--- src/hw/rtl/sgp_pkg.sv ---
// Shared types, constants and fixed-point helpers for skeleton_global_pose.
// No dependencies; compiled first.
`default_nettype none

package sgp_pkg;

  localparam int MAX_JOINTS_DEF = 256;
  localparam int ROW_WORDS      = 12;
  localparam logic signed [31:0] Q_ONE = 32'sd65536;

  typedef struct packed {
    logic [7:0]         joint_index;
    logic [7:0]         parent_index;
    logic signed [31:0] trans_x;
    logic signed [31:0] trans_y;
    logic signed [31:0] trans_z;
    logic signed [31:0] quat_x;
    logic signed [31:0] quat_y;
    logic signed [31:0] quat_z;
    logic signed [31:0] quat_w;
    logic signed [31:0] uniform_scale;
  } sgp_in_t;

  typedef struct packed {
    logic [7:0]         out_joint;
    logic [1:0]         row_number;
    logic signed [31:0] elem_0;
    logic signed [31:0] elem_1;
    logic signed [31:0] elem_2;
    logic               last_row;
  } sgp_out_t;

  typedef enum logic [1:0] {
    KIND_QUAT,
    KIND_SCALE,
    KIND_MAC
  } kind_e;

  // Tag that follows one multiply through the pipeline.
  typedef struct packed {
    logic       valid;
    kind_e      kind;
    logic [3:0] dst;
    logic       first;
    logic       last;
  } op_tag_t;

  // Clamp a 35-bit exact sum to Q16.16 range.
  function automatic logic signed [31:0] sat35(input logic signed [34:0] v);
    logic signed [31:0] r;
    if (v > 35'sd2147483647) r = 32'sh7FFFFFFF;
    else if (v < -35'sd2147483648) r = 32'sh80000000;
    else r = v[31:0];
    return r;
  endfunction

  // Round a Q32.32 product to nearest Q16.16 (ties up), then clamp.
  function automatic logic signed [31:0] qround(input logic signed [63:0] p);
    logic signed [63:0] s;
    logic signed [47:0] q;
    logic signed [31:0] r;
    s = p + 64'sd32768;
    q = s[63:16];
    if (q > 48'sd2147483647) r = 32'sh7FFFFFFF;
    else if (q < -48'sd2147483648) r = 32'sh80000000;
    else r = q[31:0];
    return r;
  endfunction

endpackage

`default_nettype wire

--- src/hw/rtl/sgp_mul.sv ---
// Shared signed 32x32 multiplier with registered product and Q16.16 rounding.
// Depends on sgp_pkg for qround.
`default_nettype none

module sgp_mul import sgp_pkg::*; (
  input  logic               clk_i,
  input  logic signed [31:0] a_i,
  input  logic signed [31:0] b_i,
  output logic signed [31:0] r_o
);

  logic signed [63:0] prod_q;

  always_ff @(posedge clk_i) begin
    prod_q <= a_i * b_i;
  end

  assign r_o = qround(prod_q);

endmodule

`default_nettype wire

--- config.mk ---
export PLATFORM = sky130hd
export DESIGN_NAME = sgp_mul
export DESIGN_NICKNAME = d
export VERILOG_FILES = /design/src/hw/rtl/sgp_pkg.sv /design/src/hw/rtl/sgp_mul.sv
export SDC_FILE = /design/constraint.sdc
export NUM_CORES = 2
export LEC_CHECK = 0
export ABC_AREA = 1
export BUFFER_PORTS_ARGS = -buffer_cell sky130_fd_sc_hd__buf_2
export CORE_ASPECT_RATIO = 0.8
export CORE_MARGIN = 2
export CORE_UTILIZATION = 60
export DETAILED_ROUTE_END_ITERATION = 10
export GPL_TIMING_DRIVEN = 0
export PLACE_DENSITY_LB_ADDON = 0.08
export SLEW_MARGIN = 20
export SYNTH_ARGS = -nofsm -noshare
export SYNTH_HDL_FRONTEND = slang
export SYNTH_SLANG_ARGS = --single-unit
--- constraint.sdc ---
create_clock -name clk_i -period 9 [get_ports clk_i]
set_input_delay 0.9 -clock clk_i [delete_from_list [all_inputs] [get_ports clk_i]]
set_output_delay 0.9 -clock clk_i [all_outputs]
set_load 0.01 [all_outputs]
== Yosys cells after proc, flatten, opt, wreduce, memory -nomap -nowiden ==
Cells that the tools add are included.
Word-level totals
  bits in registers: 64
Operators by class
  add/sub/neg operators: 1
  $mul: 1
  magnitude comparators: 2
  multiplexer cells: 2
Operator list (number)
  $add 64x17->64 const B: 1
  $mul 32x32->64: 1
  $mux 32: 2
  $gt 48x32->1 const B: 1
  $lt 48x32->1 const B: 1

== Longest topological paths before layout ==
  depth after elaboration: 4
  depth in mapped cells: 32
  mapped depth without buffers: 31

== Worst setup path after synthesis ==
OpenSTA, ideal clock, no wires.
  path kind: input port to flip-flop
  start point: input a_i[31]
  end point: register prod_q[51]
  library setup time: 0.112 ns
  arrival: 7.721 ns
  data required time: 8.888 ns
  path slack: 1.166 ns
  stages on the path: 26
  buffers on the path: 1
  cell sequence: clkbuf_1 -> nand2_1 -> inv_1 -> fa_1 -> fa_1 -> fa_1 -> inv_1 -> fa_1 -> inv_1 -> fa_1 -> fa_1 -> inv_1 -> fa_1 -> inv_1 -> fa_1 -> ha_1 -> nand2_1 -> nor2_1 -> inv_1 -> nor2_1 -> inv_1 -> nor2_1 -> nand3_1 -> or2_2 -> nand3_1 -> nand2_1
Between the ends
  longest elaborated chain between the ends: 1
Ends and longest elaborated chain
  start: declaration: line sgp_mul.sv:7  | input logic signed [31:0] a_i,
  $mul 32x32->64: line sgp_mul.sv:15  | prod_q <= a_i * b_i;
  end signal: assignment: line sgp_mul.sv:15
  end: declaration: line sgp_mul.sv:12  | logic signed [63:0] prod_q;
No other way between the ends.

== Final worst setup path ==
  start point: input a_i[18]
  end point: register prod_q[62]
Same word-level chain as after synthesis.

==> impl_metrics.ini <==
[routing]
vias = 34490
routed_wl_um = 153700
drc_errors = 0
via_per_inst = 5.585
drtIter0Drc = 4137
firstDrtPassIters = 7
post_drt_wl_per_cell_um = 24.90
ant_nets = 0

[hold_path]
min_to = prod_q[42]$_DFF_P_
hold_path_startpoint = a_i[0]
worstHoldPathCells = 10
hp-class = in2reg

[clock_network]
cts_root_buf = clkbuf_16
cts.htree.levels = 2
cts_tree = done
cts.sinks = 49
clockBufferDepth = 2
clkTransAtPathRegs_ns = 0.07
cts_buffers = 5

[layout]
max_flop_register = prod_q
top_regs = prod_q: 49 flops
largest_register_ffs = 49
fin_nets = 6620
fill_cells = 6246
drive_gt1_share_pct = 3.211
area_growth_syn_to_layout_pct = 4.510
final_common_cell = inv_1
mostFrequentLayoutCells = inv_1, nand2_1, fa_1

[worst_setup_path]
crit_top_cell = fa_1
crit_arrival_ns = 9.02
max_stage_delay_ns = 0.92
cp.required_ns = 9.19
cp_cell_sequence = buf_2 > clkbuf_1 > nand2_1 > fa_1 > fa_1 > fa_1 > fa_1 > inv_1 > fa_1 > fa_1 > fa_1 > fa_1 > ha_1 > a21oi_1 > o21ai_0 > a21oi_1 > nand2_1 > a21oi_1 > o21bai_1 > nand2_1 > nand2_1 > nand2_1 > nand2_1
cp_max_fo = 10
cpLargestDelayFamily = adder cells
crit_slowest_cell = clkbuf_1
endpoint_kind = flop
worst_setup_path_start_kind = input pin
critPathBufInv = 3
crit_type = in2reg

[placement]
gp_congestion = 1.065
hpwl_um = 130800
io_buffers = 96
dp_slack_ns = -0.3334

[yosys]
synthDistinctLibCells = 36
synth_warnings = 0
synth_nets = 6514
synth_area_per_cell_um2 = 7.809
synthArstFlopShare_pct = 0
ys_seq_area_share_pct = 2.422
synth_cells = 5187
synth_seq_cells = 49
synth_edf_count = 0
synth-main-ff-cell = dfxtp_1
synthesis.area_um2 = 40500

[global_routing]
antenna_found_initial = 6
overflow = 0
grt_pass1_wl_um = 228200
track_usage_pct = 46.09
first_global_vias = 35600
grt_max_degree = 19

[floorplanning]
ios = 97
dieArea_um2 = 69610
coreArea_um2 = 67000
dieWidth_um = 294.5
dieHeight_um = 236.4
rows = 85
start_util_pct = 60.45

[timing]
worst_pin_slew_ns = 1.286
fin_crit_sh_pct = 98.06
layout_min_cycle_time_ns = 8.825
relSlewSlack_pct = 14.24
finalSetupViolations = 0
setup_ws_ns = 0.1745
fmaxAchievable_mhz = 113.3
fin_setup_tns_ns = 0
timing.final.hold_violations = 0
slew_violations = 0

[outcome]
status = finished clean

[run]
drv_cap = 0
==> what timing repair did <==
item / 4_1_cts / 5_1_grt
gates resized for setup: 4 / 6
endpoints found under the setup margin: 4 / 15
buffers inserted: 0 / 6
hold buffers: 0 / 0
==> cell type report <==
cell class	instances	area [um2]	share of cell area (%)
clock inverter	3	21.27	0.05025
sequential	49	980.9	2.317
antenna	11	27.53	0.06503
inverter	1629	6122	14.46
clock buffer	5	125.1	0.2956
timing repair buffer	104	548.0	1.295
buffer	193	780.7	1.844
tap	870	1089	2.572
multi-input combinational	3311	32640	77.10
==> worst max path at each step <==
stage / slack, ns / from / cells after the start / endpoint
2_1_floorplan: 1.17 / a_i[31] / 26 / prod_q[51]$_DFF_P_
3_3_place_gp: -0.67 / a_i[31] / 25 / prod_q[59]$_DFF_P_
3_5_place_dp: -0.33 / b_i[12] / 22 / prod_q[62]$_DFF_P_
4_1_cts: 0.003 / b_i[10] / 22 / prod_q[62]$_DFF_P_
5_1_grt: -0.0009 / a_i[31] / 28 / prod_q[62]$_DFF_P_
6_report: 0.17 / a_i[18] / 23 / prod_q[62]$_DFF_P_
==> through the flow <==
| step | area, um2 | cells | hold WS (ns) | util, % |
|---|---|---|---|---|
| 2_1_floorplan | 40500 | 5187 | 1.376 | - |
| 3_3_place_gp | 42070 | 6153 | 1.585 | 62.79 |
| 3_5_place_dp | 42090 | 6154 | 1.586 | 62.82 |
| 4_1_cts | 42240 | 6161 | 1.534 | 63.05 |
| 5_1_grt | 42310 | 6165 | 1.633 | 63.14 |
| 6_report | 42330 | 6175 | 1.553 | 63.18 |
==> metal layers <==
layer | track usage (%) | routed length, um | up-vias | share of wire [%]
met3 | 15.84 | 24200 | 562 | 16
met4 | 24.58 | 10930 | 6 | 7.1
met5 | 0.7666 | 108 | - | 0.070
met1 | 63.36 | 57230 | 16960 | 37
met2 | 64.36 | 61260 | 2428 | 40
li1 | - | - | 14540 | -
==> worst min-delay path: cells and delay by family <==
| kind | cells | cell delay, ns |
|---|---|---|
| xor+xnor | 1 | 0.11 |
| buf+inv | 1 | 0.14 |
| simple gates | 8 | 0.66 |
==> synth_stat cells, types with 4 or more instances <==
cell / count / share of area [%]
a21o_1: 9 / 0.17
a21oi_1: 88 / 1.1
a31oi_1: 6 / 0.093
clkbuf_1: 191 / 1.8
dfxtp_1: 49 / 2.4
fa_1: 1081 / 53
ha_1: 181 / 5.6
inv_1: 1628 / 15
nand2_1: 1383 / 13
nand2_2: 7 / 0.11
nand3_1: 54 / 0.67
nand4_1: 25 / 0.39
nor2_1: 259 / 2.4
nor2_2: 6 / 0.093
nor3_1: 18 / 0.22
nor4_1: 4 / 0.062
o21a_1: 4 / 0.074
o21ai_0: 60 / 0.74
o21bai_1: 12 / 0.22
or2_2: 9 / 0.14
xnor2_1: 25 / 0.54
xor2_1: 60 / 1.3
==> cell families after synthesis <==
logic type	synth area share, %
buf+inv	17.01
simple gates	17.15
fa+ha+maj	59.02
compound gates	2.555
xor+xnor	1.838
flops	2.422
Power is not shown: default switching activity piles up to over one toggle a cycle in this logic, so the estimate is an artifact.
